==> src/design/hlaf_pkg.sv <==
// shared types, constants and lookup functions for the local hostname filter
package hlaf_pkg;

    // result kinds
    typedef enum logic [1:0] {
        KIND_EMPTY = 2'd0,
        KIND_LOCAL = 2'd1,
        KIND_IPV4  = 2'd2,
        KIND_OTHER = 2'd3
    } t_kind;

    // per-word control from the input stage to the matchers
    typedef struct packed {
        logic step;   // a character of a name is consumed
        logic clear;  // the name ends, state returns to reset values
    } t_ctl;

    // ipv4 parser verdict on the name seen so far
    typedef struct packed {
        logic is_ipv4;
        logic allowed;
    } t_ip_res;

    localparam int SHORT_LEN = 9;
    localparam int LONG_LEN  = 21;
    localparam int TAIL_LEN  = 6;
    localparam int POS_MAX   = 31;

    localparam logic [8*LONG_LEN-1:0] LONG_TEXT = "localhost.localdomain";
    localparam logic [8*TAIL_LEN-1:0] TAIL_TEXT = ".local";

    localparam logic [7:0] ASCII_UPPER_A = 8'h41;
    localparam logic [7:0] ASCII_UPPER_Z = 8'h5A;
    localparam logic [7:0] ASCII_CASE    = 8'h20;
    localparam logic [7:0] ASCII_ZERO    = 8'h30;
    localparam logic [7:0] ASCII_NINE    = 8'h39;
    localparam logic [7:0] ASCII_DOT     = 8'h2E;

    // character of localhost.localdomain at a position below LONG_LEN
    function automatic logic [7:0] long_char(input logic [4:0] pos);
        logic [7:0] ch;
        ch = 8'h00;
        for (int k = 0; k < LONG_LEN; k++) begin
            if (pos == 5'(k)) begin
                ch = LONG_TEXT[8*(LONG_LEN-1-k) +: 8];
            end
        end
        return ch;
    endfunction

    // character of .local at a tail position
    function automatic logic [7:0] tail_char(input int idx);
        return TAIL_TEXT[8*(TAIL_LEN-1-idx) +: 8];
    endfunction

    // ipv4 allow list
    function automatic logic ipv4_allowed(input logic [7:0] a, input logic [7:0] b,
                                          input logic [7:0] c, input logic [7:0] d);
        logic ok;
        ok = 1'b0;
        if (a == 8'd0 && b == 8'd0 && c == 8'd0 && d == 8'd0) ok = 1'b1;
        if (a == 8'd10 || a == 8'd25 || a == 8'd26 || a == 8'd127) ok = 1'b1;
        if (a == 8'd100 && b >= 8'd64 && b <= 8'd127) ok = 1'b1;
        if (a == 8'd169 && b == 8'd254) ok = 1'b1;
        if (a == 8'd172 && b >= 8'd16 && b <= 8'd31) ok = 1'b1;
        if (a == 8'd192 && b == 8'd168) ok = 1'b1;
        if (a >= 8'd224 && a <= 8'd239) ok = 1'b1;
        if (a == 8'd255 && b == 8'd255 && c == 8'd255 && d == 8'd255) ok = 1'b1;
        return ok;
    endfunction

endpackage

==> src/design/hlaf_match.sv <==
// name matcher: localhost, localhost.localdomain and the .local suffix
module hlaf_match #(
    parameter int CW = 16
) (
    input  logic             i_clk,
    input  logic             i_rst_n,
    input  hlaf_pkg::t_ctl   i_ctl,
    input  logic [CW-1:0]    i_char,
    output logic             o_local
);
    import hlaf_pkg::*;

    logic [4:0]    r_pos, n_pos;
    logic          r_short, n_short;
    logic          r_long, n_long;
    logic [CW-1:0] r_tail [TAIL_LEN];
    logic [CW-1:0] n_tail [TAIL_LEN];
    logic [2:0]    r_fill, n_fill;
    logic [CW-1:0] lc;
    logic [CW-1:0] exp_ch;
    logic          tail_ok;

    // ascii case fold
    always_comb begin
        if (i_char >= CW'(ASCII_UPPER_A) && i_char <= CW'(ASCII_UPPER_Z)) begin
            lc = i_char + CW'(ASCII_CASE);
        end else begin
            lc = i_char;
        end
    end

    always_comb begin
        exp_ch  = CW'(long_char(r_pos));
        n_short = r_short && (r_pos < 5'(SHORT_LEN)) && (lc == exp_ch);
        n_long  = r_long && (r_pos < 5'(LONG_LEN)) && (lc == exp_ch);
        n_pos   = (r_pos == 5'(POS_MAX)) ? r_pos : r_pos + 5'd1;
        n_fill  = (r_fill == 3'(TAIL_LEN)) ? r_fill : r_fill + 3'd1;
        for (int k = 0; k < TAIL_LEN - 1; k++) begin
            n_tail[k] = r_tail[k+1];
        end
        n_tail[TAIL_LEN-1] = lc;
        tail_ok = 1'b1;
        for (int k = 0; k < TAIL_LEN; k++) begin
            if (n_tail[k] != CW'(tail_char(k))) tail_ok = 1'b0;
        end
        o_local = (n_short && n_pos == 5'(SHORT_LEN))
               || (n_long && n_pos == 5'(LONG_LEN))
               || (n_fill == 3'(TAIL_LEN) && tail_ok);
    end

    always_ff @(posedge i_clk) begin
        if (!i_rst_n || i_ctl.clear) begin
            r_pos   <= '0;
            r_short <= 1'b1;
            r_long  <= 1'b1;
            r_fill  <= '0;
        end else if (i_ctl.step) begin
            r_pos   <= n_pos;
            r_short <= n_short;
            r_long  <= n_long;
            r_fill  <= n_fill;
        end
    end

    // window content only counts once the fill count covers it
    always_ff @(posedge i_clk) begin
        if (i_ctl.step) begin
            r_tail <= n_tail;
        end
    end

endmodule

==> src/design/hlaf_ipv4.sv <==
// dotted-decimal ipv4 parser and allow list check
module hlaf_ipv4 #(
    parameter int CW = 16
) (
    input  logic              i_clk,
    input  logic              i_rst_n,
    input  hlaf_pkg::t_ctl    i_ctl,
    input  logic [CW-1:0]     i_char,
    output hlaf_pkg::t_ip_res o_res
);
    import hlaf_pkg::*;

    logic [1:0]  r_index, n_index;
    logic [7:0]  r_accum, n_accum;
    logic [1:0]  r_digits, n_digits;
    logic        r_lead0, n_lead0;
    logic        r_broken, n_broken;
    logic [7:0]  r_store [3];
    logic        is_digit, is_dot, closes, n_closes, store_we;
    logic [3:0]  dval;
    logic [11:0] acc_val;

    always_comb begin
        is_digit = (i_char >= CW'(ASCII_ZERO)) && (i_char <= CW'(ASCII_NINE));
        is_dot   = (i_char == CW'(ASCII_DOT));
        dval     = i_char[3:0];
        acc_val  = 12'(r_accum) * 12'd10 + 12'(dval);
        closes   = (r_digits != 2'd0) && !(r_digits > 2'd1 && r_lead0);

        n_index  = r_index;
        n_accum  = r_accum;
        n_digits = r_digits;
        n_lead0  = r_lead0;
        n_broken = r_broken;
        store_we = 1'b0;
        if (!r_broken) begin
            if (is_digit) begin
                if (r_digits == 2'd3 || acc_val > 12'd255) begin
                    n_broken = 1'b1;
                end else begin
                    if (r_digits == 2'd0 && dval == 4'd0) n_lead0 = 1'b1;
                    n_accum  = acc_val[7:0];
                    n_digits = r_digits + 2'd1;
                end
            end else if (is_dot) begin
                if (r_index == 2'd3 || !closes) begin
                    n_broken = 1'b1;
                end else begin
                    store_we = 1'b1;
                    n_index  = r_index + 2'd1;
                    n_accum  = '0;
                    n_digits = '0;
                    n_lead0  = 1'b0;
                end
            end else begin
                n_broken = 1'b1;
            end
        end

        n_closes      = (n_digits != 2'd0) && !(n_digits > 2'd1 && n_lead0);
        o_res.is_ipv4 = !n_broken && n_index == 2'd3 && n_closes;
        o_res.allowed = ipv4_allowed(r_store[0], r_store[1], r_store[2], n_accum);
    end

    always_ff @(posedge i_clk) begin
        if (!i_rst_n || i_ctl.clear) begin
            r_index  <= '0;
            r_accum  <= '0;
            r_digits <= '0;
            r_lead0  <= 1'b0;
            r_broken <= 1'b0;
        end else if (i_ctl.step) begin
            r_index  <= n_index;
            r_accum  <= n_accum;
            r_digits <= n_digits;
            r_lead0  <= n_lead0;
            r_broken <= n_broken;
        end
    end

    // a dot writes only while fewer than three octets are done
    always_ff @(posedge i_clk) begin
        if (i_ctl.step && store_we) begin
            r_store[r_index] <= r_accum;
        end
    end

endmodule

==> src/design/hostname_local_address_filter_unit.sv <==
// top level of the local hostname filter
//
// usage:
//   a hostname enters one character per input word on the i_in_valid / o_in_ready
//   channel; i_is_last marks the final character, i_empty_name marks an empty
//   name and makes that word's character meaningless
//   one result word per name leaves on o_out_valid / i_out_ready with o_allowed
//   and o_name_kind (empty, local name, ipv4 literal, other text)
//   words that are not last and not empty give no result
// timing:
//   one input word per cycle while o_in_ready is high; each word is held in the input
//   register, then its result is registered in the output register when that
//   register is free or draining
//   matching is constant compares and one times-ten accumulate per character,
//   all between the input register and the name state / output register
// reset and stall:
//   synchronous active-low reset clears both valids and the per-name counters and flags;
//   a stalled result holds in the output register while the input register
//   still takes one more word, then o_in_ready drops until the output drains
module hostname_local_address_filter_unit #(
    parameter int CHAR_BITS = 16
) (
    input  logic        i_clk,
    input  logic        i_rst_n,
    input  logic        i_in_valid,
    output logic        o_in_ready,
    input  logic [15:0] i_char_code,
    input  logic        i_is_last,
    input  logic        i_empty_name,
    output logic        o_out_valid,
    input  logic        i_out_ready,
    output logic        o_allowed,
    output logic [1:0]  o_name_kind
);
    import hlaf_pkg::*;

    // usable code width: the port carries 16 bits, codes are cut to CHAR_BITS, at most 16
    localparam int CW = (CHAR_BITS < 16) ? CHAR_BITS : 16;

    // input register
    logic          r_in_valid;
    logic [CW-1:0] r_char;
    logic          r_last;
    logic          r_empty;

    // output register
    logic          r_out_valid;
    logic          r_allowed;
    t_kind         r_kind;

    logic          advance;
    logic          fire;
    logic          ends_name;
    t_ctl          ctl;
    logic          name_local;
    t_ip_res       ip_res;
    logic          n_allowed;
    t_kind         n_kind;

    // the processing stage moves whenever the output register is free or draining
    assign advance    = !r_out_valid || i_out_ready;
    assign o_in_ready = !r_in_valid || advance;
    assign fire       = r_in_valid && advance;
    assign ends_name  = r_empty || r_last;

    assign ctl.step  = fire && !r_empty;
    assign ctl.clear = fire && ends_name;

    always_ff @(posedge i_clk) begin
        if (!i_rst_n) begin
            r_in_valid <= 1'b0;
        end else if (o_in_ready) begin
            r_in_valid <= i_in_valid;
        end
    end

    always_ff @(posedge i_clk) begin
        if (i_in_valid && o_in_ready) begin
            r_char  <= i_char_code[CW-1:0];
            r_last  <= i_is_last;
            r_empty <= i_empty_name;
        end
    end

    hlaf_match #(
        .CW (CW)
    ) u_match (
        .i_clk   (i_clk),
        .i_rst_n (i_rst_n),
        .i_ctl   (ctl),
        .i_char  (r_char),
        .o_local (name_local)
    );

    hlaf_ipv4 #(
        .CW (CW)
    ) u_ipv4 (
        .i_clk   (i_clk),
        .i_rst_n (i_rst_n),
        .i_ctl   (ctl),
        .i_char  (r_char),
        .o_res   (ip_res)
    );

    // verdict priority: empty, local name, ipv4 literal, other
    always_comb begin
        if (r_empty) begin
            n_allowed = 1'b1;
            n_kind    = KIND_EMPTY;
        end else if (name_local) begin
            n_allowed = 1'b1;
            n_kind    = KIND_LOCAL;
        end else if (ip_res.is_ipv4) begin
            n_allowed = ip_res.allowed;
            n_kind    = KIND_IPV4;
        end else begin
            n_allowed = 1'b0;
            n_kind    = KIND_OTHER;
        end
    end

    always_ff @(posedge i_clk) begin
        if (!i_rst_n) begin
            r_out_valid <= 1'b0;
        end else if (advance) begin
            r_out_valid <= fire && ends_name;
        end
    end

    always_ff @(posedge i_clk) begin
        if (advance && fire && ends_name) begin
            r_allowed <= n_allowed;
            r_kind    <= n_kind;
        end
    end

    assign o_out_valid = r_out_valid;
    assign o_allowed   = r_allowed;
    assign o_name_kind = r_kind;

`ifndef SYNTH
    a_result_from_end: assert property (@(posedge i_clk) disable iff (!i_rst_n)
        $rose(o_out_valid) |-> $past(r_in_valid && (r_empty || r_last)))
        else $error("result word without a name end");

    a_empty_allowed: assert property (@(posedge i_clk) disable iff (!i_rst_n)
        (o_out_valid && o_name_kind == KIND_EMPTY) |-> o_allowed)
        else $error("empty name not allowed");

    a_other_blocked: assert property (@(posedge i_clk) disable iff (!i_rst_n)
        (o_out_valid && o_name_kind == KIND_OTHER) |-> !o_allowed)
        else $error("other text marked allowed");

    a_local_allowed: assert property (@(posedge i_clk) disable iff (!i_rst_n)
        (o_out_valid && o_name_kind == KIND_LOCAL) |-> o_allowed)
        else $error("local name not allowed");

    a_stall_keeps_word: assert property (@(posedge i_clk) disable iff (!i_rst_n)
        (r_in_valid && !advance) |=> r_in_valid)
        else $error("input word lost under stall");
`endif

endmodule

==> config.mk <==
export PLATFORM = sky130hd
export DESIGN_NAME = hostname_local_address_filter_unit
export DESIGN_NICKNAME = d
export VERILOG_FILES = /design/src/design/hlaf_pkg.sv /design/src/design/hlaf_match.sv /design/src/design/hlaf_ipv4.sv /design/src/design/hostname_local_address_filter_unit.sv
export SDC_FILE = /design/constraint.sdc
export NUM_CORES = 1
export LEC_CHECK = 0
export ABC_AREA = 0
export BUFFER_PORTS_ARGS = -buffer_cell sky130_fd_sc_hd__buf_4
export CORE_MARGIN = 5
export CORE_UTILIZATION = 38
export CTS_CLUSTER_DIAMETER = 30
export DETAILED_ROUTE_END_ITERATION = 8
export GPL_ROUTABILITY_DRIVEN = 1
export GPL_TIMING_DRIVEN = 1
export SYNTH_ARGS = -nofsm -noshare
export SYNTH_HDL_FRONTEND = slang
export SYNTH_SLANG_ARGS = --single-unit
==> constraint.sdc <==
create_clock -name i_clk -period 5.7 [get_ports i_clk]
set_input_delay 0.855 -clock i_clk [delete_from_list [all_inputs] [get_ports i_clk]]
set_output_delay 0.855 -clock i_clk [all_outputs]
set_load 0.02 [all_outputs]
==> results of run 1 <==
[flip-flops by register name, indices dropped and copies added (netlist names), 2 cells and up]
| register | cells |
|---|---|
| u_ipv4.r_accum | 8 |
| u_match.r_pos | 5 |
| u_match.r_fill | 3 |
| u_ipv4.r_index | 2 |
| u_ipv4.r_store | 24 |
| o_name_kind | 2 |
| r_char | 16 |
| u_match.n_tail | 80 |
| u_ipv4.r_digits | 2 |
[where the power goes]
part           total [µW]  switching (µW)  internal [µW]
clock                1060             453            612
sequential           1240            20.5           1220
combinational        87.3            51.1           36.2
[final timing paths]
| check | end | slack [ps] | start |
|---|---|---|---|
| max | u_ipv4.r_accum[3] | 2330 | u_ipv4.r_accum[1] |
| max reg2reg | u_ipv4.r_accum[3] | 2330 | u_ipv4.r_accum[1] |
| min | u_match.n_tail[65] | 450 | u_match.n_tail[49] |
| min reg2reg | u_match.n_tail[65] | 450 | u_match.n_tail[49] |
[layout make-up]
cell class / instances / area [µm²] / share of cell area (%)
sequential: 151 / 4274 / 54.01
multi-input combinational: 352 / 2504 / 31.64
tap: 229 / 286.5 / 3.621
inverter: 19 / 72.57 / 0.9170
clock buffer: 18 / 429.2 / 5.423
clock inverter: 14 / 137.6 / 1.739
timing repair buffer: 28 / 210.2 / 2.656
[through the flow]
stage / setup WS (ps) / total power (µW) / util [%] / instance area (µm²) / std cells
6_report: 2331 / 2393 / 43.91 / 7914 / 811
5_1_grt: 2100 / 2487 / 43.91 / 7914 / 811
4_1_cts: 2359 / 2417 / 43.91 / 7914 / 811
3_5_place_dp: 2348 / 1353 / 40.76 / 7347 / 779
3_3_place_gp: 2384 / 1350 / 40.76 / 7347 / 779
2_1_floorplan: 845.3 / 1319 / - / 6984 / 547
[logic make-up after synthesis]
| family | Yosys count |
|---|---|
| AND/OR/NAND/NOR | 198 |
| AO/OA/AOI/OAI | 103 |
| XOR/XNOR | 15 |
| flip-flops | 151 |
| multiplexers | 5 |
| buffers and inverters | 44 |
| adder cells (fa/ha/maj) | 31 |
[layer usage]
| layer | vias to the layer above | wire length (µm) | global-route usage, % |
|---|---|---|---|
| met5 | - | 0 | 0 |
| met4 | 0 | 204 | 4.664 |
| met1 | 2184 | 6242 | 16.58 |
| met2 | 134 | 6906 | 22.16 |
| li1 | 2174 | - | - |
| met3 | 16 | 620 | 3.052 |
[cells in the final DEF, fill, tap and decap left out, types with 3 or more instances in the layout]
master / n
sky130_fd_sc_hd__clkinv_4: 3
sky130_fd_sc_hd__nand2_1: 26
sky130_fd_sc_hd__nor4bb_1: 4
sky130_fd_sc_hd__nand3_1: 11
sky130_fd_sc_hd__xor2_1: 4
sky130_fd_sc_hd__nand2b_1: 7
sky130_fd_sc_hd__xnor2_1: 11
sky130_fd_sc_hd__and3_1: 8
sky130_fd_sc_hd__nor3_1: 14
sky130_fd_sc_hd__or3_1: 4
sky130_fd_sc_hd__ha_1: 29
sky130_fd_sc_hd__nor4_1: 20
sky130_fd_sc_hd__nand4_1: 14
sky130_fd_sc_hd__nor2_1: 32
sky130_fd_sc_hd__buf_4: 28
sky130_fd_sc_hd__or2_2: 6
sky130_fd_sc_hd__o21a_1: 3
sky130_fd_sc_hd__a21boi_0: 3
sky130_fd_sc_hd__a211oi_1: 4
sky130_fd_sc_hd__a21o_1: 6
sky130_fd_sc_hd__a31oi_1: 7
sky130_fd_sc_hd__o21bai_1: 4
sky130_fd_sc_hd__edfxtp_1: 125
sky130_fd_sc_hd__a311oi_1: 3
sky130_fd_sc_hd__nor3b_1: 5
sky130_fd_sc_hd__mux2_2: 3
sky130_fd_sc_hd__a21oi_1: 20
sky130_fd_sc_hd__o2111ai_1: 4
sky130_fd_sc_hd__dfxtp_1: 26
sky130_fd_sc_hd__o21ai_0: 18
sky130_fd_sc_hd__nor2b_1: 8
sky130_fd_sc_hd__clkinv_2: 3
sky130_fd_sc_hd__and4_1: 4
sky130_fd_sc_hd__nor4b_1: 10
sky130_fd_sc_hd__nand3b_1: 14
sky130_fd_sc_hd__clkbuf_16: 17
sky130_fd_sc_hd__inv_1: 18
sky130_fd_sc_hd__inv_6: 6
[synthesized netlist by cell type (4+ instances only)]
library cell | instances | share of area [%]
sky130_fd_sc_hd__nor3_1 | 14 | 1.0
sky130_fd_sc_hd__o21ai_0 | 18 | 1.3
sky130_fd_sc_hd__nor3b_1 | 5 | 0.54
sky130_fd_sc_hd__edfxtp_1 | 125 | 54
sky130_fd_sc_hd__xor2_1 | 4 | 0.50
sky130_fd_sc_hd__and3_1 | 8 | 0.72
sky130_fd_sc_hd__nor4_1 | 20 | 1.8
sky130_fd_sc_hd__a211oi_1 | 4 | 0.43
sky130_fd_sc_hd__nand3_1 | 11 | 0.79
sky130_fd_sc_hd__nor4bb_1 | 4 | 0.57
sky130_fd_sc_hd__a21o_1 | 6 | 0.64
sky130_fd_sc_hd__o21bai_1 | 4 | 0.43
sky130_fd_sc_hd__nor2_1 | 32 | 1.7
sky130_fd_sc_hd__inv_1 | 19 | 1.0
sky130_fd_sc_hd__nand4_1 | 14 | 1.3
sky130_fd_sc_hd__nand2b_1 | 7 | 0.63
sky130_fd_sc_hd__clkbuf_1 | 15 | 0.81
sky130_fd_sc_hd__nor2b_1 | 8 | 0.72
sky130_fd_sc_hd__or3_1 | 4 | 0.36
sky130_fd_sc_hd__nand2_1 | 26 | 1.4
sky130_fd_sc_hd__dfxtp_1 | 26 | 7.5
sky130_fd_sc_hd__ha_1 | 29 | 5.2
sky130_fd_sc_hd__and4_1 | 4 | 0.50
sky130_fd_sc_hd__buf_6 | 4 | 0.64
sky130_fd_sc_hd__a31oi_1 | 7 | 0.63
sky130_fd_sc_hd__nor4b_1 | 10 | 1.3
sky130_fd_sc_hd__xnor2_1 | 11 | 1.4
sky130_fd_sc_hd__a21oi_1 | 20 | 1.4
sky130_fd_sc_hd__o2111ai_1 | 4 | 0.50
sky130_fd_sc_hd__or2_2 | 6 | 0.54
sky130_fd_sc_hd__nand3b_1 | 14 | 1.5
[critical path, delay by kind of cell, from the launching register on]
| kind | cells | cell delay [ps] |
|---|---|---|
| adder cells (fa/ha/maj) | 3 | 930 |
| AND/OR/NAND/NOR | 2 | 420 |
| flip-flops | 1 | 500 |
| XOR/XNOR | 1 | 170 |
| AO/OA/AOI/OAI | 5 | 1220 |
==> impl_metrics.toml, run 1 <==
[cts]
cts_resized = 0
worstSkewPairLatency_ps = 420
total_clock_buffers_created_by_cts = 17
clkSlewWorstSetupHoldPaths_ps = 70
clock_tree.htree_level_count = 4
cts_buffer_depth = 2
cts.repair_timing.setup_buffer_count = 0
cts_tree = "built"
hold_buffers = 0
cts.sinks = 151
clk_root_buffer_cell = "sky130_fd_sc_hd__clkbuf_16"

[routing]
drcViolationCount = 0
viasPerCell = 5.559
via_count = 4508
drt-wirelength-per-cell_um = 17.23
drtAntennaViolNets = 0
dr.first_iter.drc_count = 313
drt_wl_total_um = 13970
drt_first_pass_iters = 5

[yosys]
synthesis.nets = 600
yosys_warnings = 0
postSynthAreaPerCell_um2 = 12.77
synthSimpleGateAreaFrac_pct = 16.88
synth_seq_cells = 151
synth-main-ff-cell = "sky130_fd_sc_hd__edfxtp_1"
synth-compound-area-share_pct = 10.55
synth-adder-area-share_pct = 5.769
ys_async_rst_share_pct = 0
main_combinational_cell_family_by_area_after_synthesis = "simple AND/OR/NAND/NOR gates"
post_synth_xor_area_fraction_pct = 1.881
synth-seq-area-share_pct = 61.20
synthesis.area_um2 = 6984
postSynthCellCount = 547
synthDistinctLibCells = 71
synth_edf_count = 125
muxShareOfSynthArea_pct = 0.7703

[timing]
worst_slew_margin_rel_pct = 36.99
final_critical_path_required_period_ps = 3369
fin_tns_setup_ps = 0
min_period_over_period_pct = 59.11
setup_violations = 0
hold-worst-slack_ps = 445.2
timing.final.hold_violations = 0
drv_slew = 0
slew_at_the_pin_closest_to_its_max_slew_limit_ps = 943.2
clock-skew-final_ps = 11.28
grt_setup_unrepaired = "false"
maxClockFrequency_ghz = 0.2968

[pwr]
power_density_nw_per_um2 = 302.4
irDropWorstVdd_uv = 201.8
leakage_uw = 0.002770

[run_status]
status = "complete, no violations"

[floorplan]
die_width_um = 145.6
initial_core_util_pct = 38.75
boundaryPins = 27
number_of_cell_rows = 49
die_y_um = 145.6
dieArea_um2 = 21190
core_region_area_um2 = 18020

[grt]
tot_gr_track_use_pct = 13.14
via_count_of_the_first_global_routing_pass = 4465
overflow = 0
grt_start_max_net_pins = 55
number_of_antenna_violations_at_the_first_check_in_global_routing = 0
grt_pass1_wl_um = 22440

[worst_setup_path]
worst_path_max_delay_cell = "sky130_fd_sc_hd__a21oi_1"
timing.reg2reg.worst_path_depth = 11
worst-endpoint-required_ps = 5990
critical_path.max_stage_delay_ps = 570
worst_setup_start_kind = "flip-flop"
critical_path_arrival_ps = 3660
crit_fanout = 10
setup.worst_path.end_class = "flip-flop"
setup.worst_path.class = "reg2reg"
critical_path.cell_chain = "ha_1, ha_1, fa_1, a21o_1, a21oi_1, xnor2_1, and4_1, o2111ai_1, a21oi_1, nand3b_1, o21ai_0"

[hold_path]
timing.hold.worst_path_depth = 0
holdCritPathClass = "reg2reg"

[layout]
areaGrowthSynthToFinish_pct = 13.31
fin_nets = 622
fillerInstances = 1668
diodes = 0
drive_gt1_share_pct = 13.23

[placement]
place_congestion = 0.8624
hpwlAfterDp_um = 10060
io_buffer_count = 26

[flow_run]
cap_violations = 0
Power figures use the tool's default switching activity.
==> run 2: changes to the inputs <==
- clock period: 5.7 -> 3.2 ns (I/O delays scaled with it)
==> run 2 against run 1 <==
Register-to-register slack lost 2200 ps. Sequential power increased by 78%. Clock-buffer cell count stayed put. Combinational power grew 86%. Sequential share of layout area is 1.4 points lower. Final cell count increased by 2.0%. Non-clock buffer count is 16 higher. Critical path type unchanged.
==> impl_metrics.toml, run 2 (synthesis results as in run 1) <==
[cts]
total_clock_buffers_created_by_cts = 17
worstSkewPairLatency_ps = 420
cts_buffer_depth = 2
cts.sinks = 151
clkSlewWorstSetupHoldPaths_ps = 70
hold_buffers = 0
cts_tree = "built"
cts.repair_timing.setup_buffer_count = 0
cts_resized = 0
clock_tree.htree_level_count = 4
clk_root_buffer_cell = "sky130_fd_sc_hd__clkbuf_16"

[timing]
clock-skew-final_ps = 12.64
min_period_over_period_pct = 94.68
slew_at_the_pin_closest_to_its_max_slew_limit_ps = 933.5
hold-worst-slack_ps = 226.6
timing.final.hold_violations = 0
grt_setup_unrepaired = "false"
drv_slew = 0
maxClockFrequency_ghz = 0.3301
fin_tns_setup_ps = 0
setup_violations = 0
worst_slew_margin_rel_pct = 37.64
final_critical_path_required_period_ps = 3030

[pwr]
finalPower_uw = 4417
power_density_nw_per_um2 = 543.5
leakage_uw = 0.002878
irDropWorstVdd_uv = 436.6

[worst_setup_path]
setup.worst_path.class = "reg2reg"
worst_setup_start_kind = "flip-flop"
critical_path_arrival_ps = 3210
timing.reg2reg.worst_path_depth = 10
setup.worst_path.end_class = "flip-flop"
worst-endpoint-required_ps = 3380
crit_fanout = 13

[floorplan]
initial_core_util_pct = 38.75
dieArea_um2 = 21190
core_region_area_um2 = 18020
number_of_cell_rows = 49
boundaryPins = 27
die_y_um = 145.6
die_width_um = 145.6

[layout]
mostFrequentLayoutCells = "125 x sky130_fd_sc_hd__edfxtp_1, 43 x sky130_fd_sc_hd__buf_4, 32 x sky130_fd_sc_hd__nor2_1, 28 x sky130_fd_sc_hd__ha_1, 26 x sky130_fd_sc_hd__nand2_1"
drive_gt1_share_pct = 17.22
final_common_cell = "sky130_fd_sc_hd__edfxtp_1"
areaGrowthSynthToFinish_pct = 16.36
largest_reg_flops = 80
final_design_area_no_fill_um2 = 8127
fin_nets = 638
diodes = 0
instances_no_fill = 827

[grt]
grt_start_max_net_pins = 67
overflow = 0
tot_gr_track_use_pct = 14.21
via_count_of_the_first_global_routing_pass = 4638
grt_pass1_wl_um = 24190
number_of_antenna_violations_at_the_first_check_in_global_routing = 0

[hold_path]
timing.hold.worst_path_depth = 1
holdCritPathClass = "in2reg"

[routing]
drt_first_pass_iters = 5
dr.first_iter.drc_count = 320
drtAntennaViolNets = 0
drcViolationCount = 0
drt-wirelength-per-cell_um = 17.99
drt_wl_total_um = 14880
viasPerCell = 5.560
via_count = 4598

[placement]
dp_cells = 795
detailed_place.area_um2 = 7480
hpwlAfterDp_um = 10620
place_congestion = 0.8421
io_buffer_count = 26

[flow_run]
cap_violations = 0

[run_status]
status = "complete, no violations"
[run 2: cell count changes in the layout (fill, tap and decap cells not counted), sizes merged]
cell / previous run / this run
bufinv: 1 / 2
clkinv: 6 / 4
inv: 25 / 26
buf: 28 / 44
[run 2: per-layer routing]
| metal | up-vias | global-route usage (%) | share of wire (%) |
|---|---|---|---|
| met3 | 23 | 3.986 | 4.6 |
| met4 | 0 | 4.244 | 1.4 |
| li1 | 2213 | - | - |
| met5 | - | 0 | 0 |
| met1 | 2236 | 18.13 | 45 |
| met2 | 126 | 23.64 | 49 |
[run 2: worst max-delay path: stages, from the launching register on]
cell and delay [ps]:
sky130_fd_sc_hd__dfxtp_1 430, sky130_fd_sc_hd__inv_1 110, sky130_fd_sc_hd__ha_1 340, sky130_fd_sc_hd__or4_1 570, sky130_fd_sc_hd__a32o_1 210, sky130_fd_sc_hd__a311oi_1 320
sky130_fd_sc_hd__xnor2_1 160, sky130_fd_sc_hd__nor2_1 70, sky130_fd_sc_hd__and4_4 210, sky130_fd_sc_hd__a41oi_4 140, sky130_fd_sc_hd__a21bo_1 230
[run 2: through the flow]
| stage | util, % | worst slack [ps] |
|---|---|---|
| after CTS | 44.87 | 21.16 |
| final | 45.09 | 170.4 |
| after detailed placement | 41.50 | 39.62 |
| after global placement | 41.50 | 209.3 |
| after floorplan | - | 66.18 |
| after global routing | 45.09 | 16.39 |
[run 2: worst paths after layout]
| path | slack, ps | start | end |
|---|---|---|---|
| worst min-delay path | 230 | i_char_code[0] | r_char[0] |
| worst max-delay path | 170 | u_match.r_pos[1] | o_allowed |
| worst min register to register | 440 | u_match.n_tail[58] | u_match.n_tail[74] |
| worst max register to register | 170 | u_match.r_pos[1] | o_allowed |
[run 2: layout make-up]
cell class              count  area [µm²]
clock buffers              18       429.2
fillers                  1664        9898
multi-input cells         352        2540
repair buffers             44       342.8
flip-flops and latches    151        4277
inverters                  19       72.57
clock inverters            14       178.9
well taps                 229       286.5
[run 2: power breakdown]
| group | internal (µW) | switching [µW] |
|---|---|---|
| Combinational | 67.9 | 94.6 |
| Sequential | 2170 | 34.8 |
| Clock | 1190 | 860 |
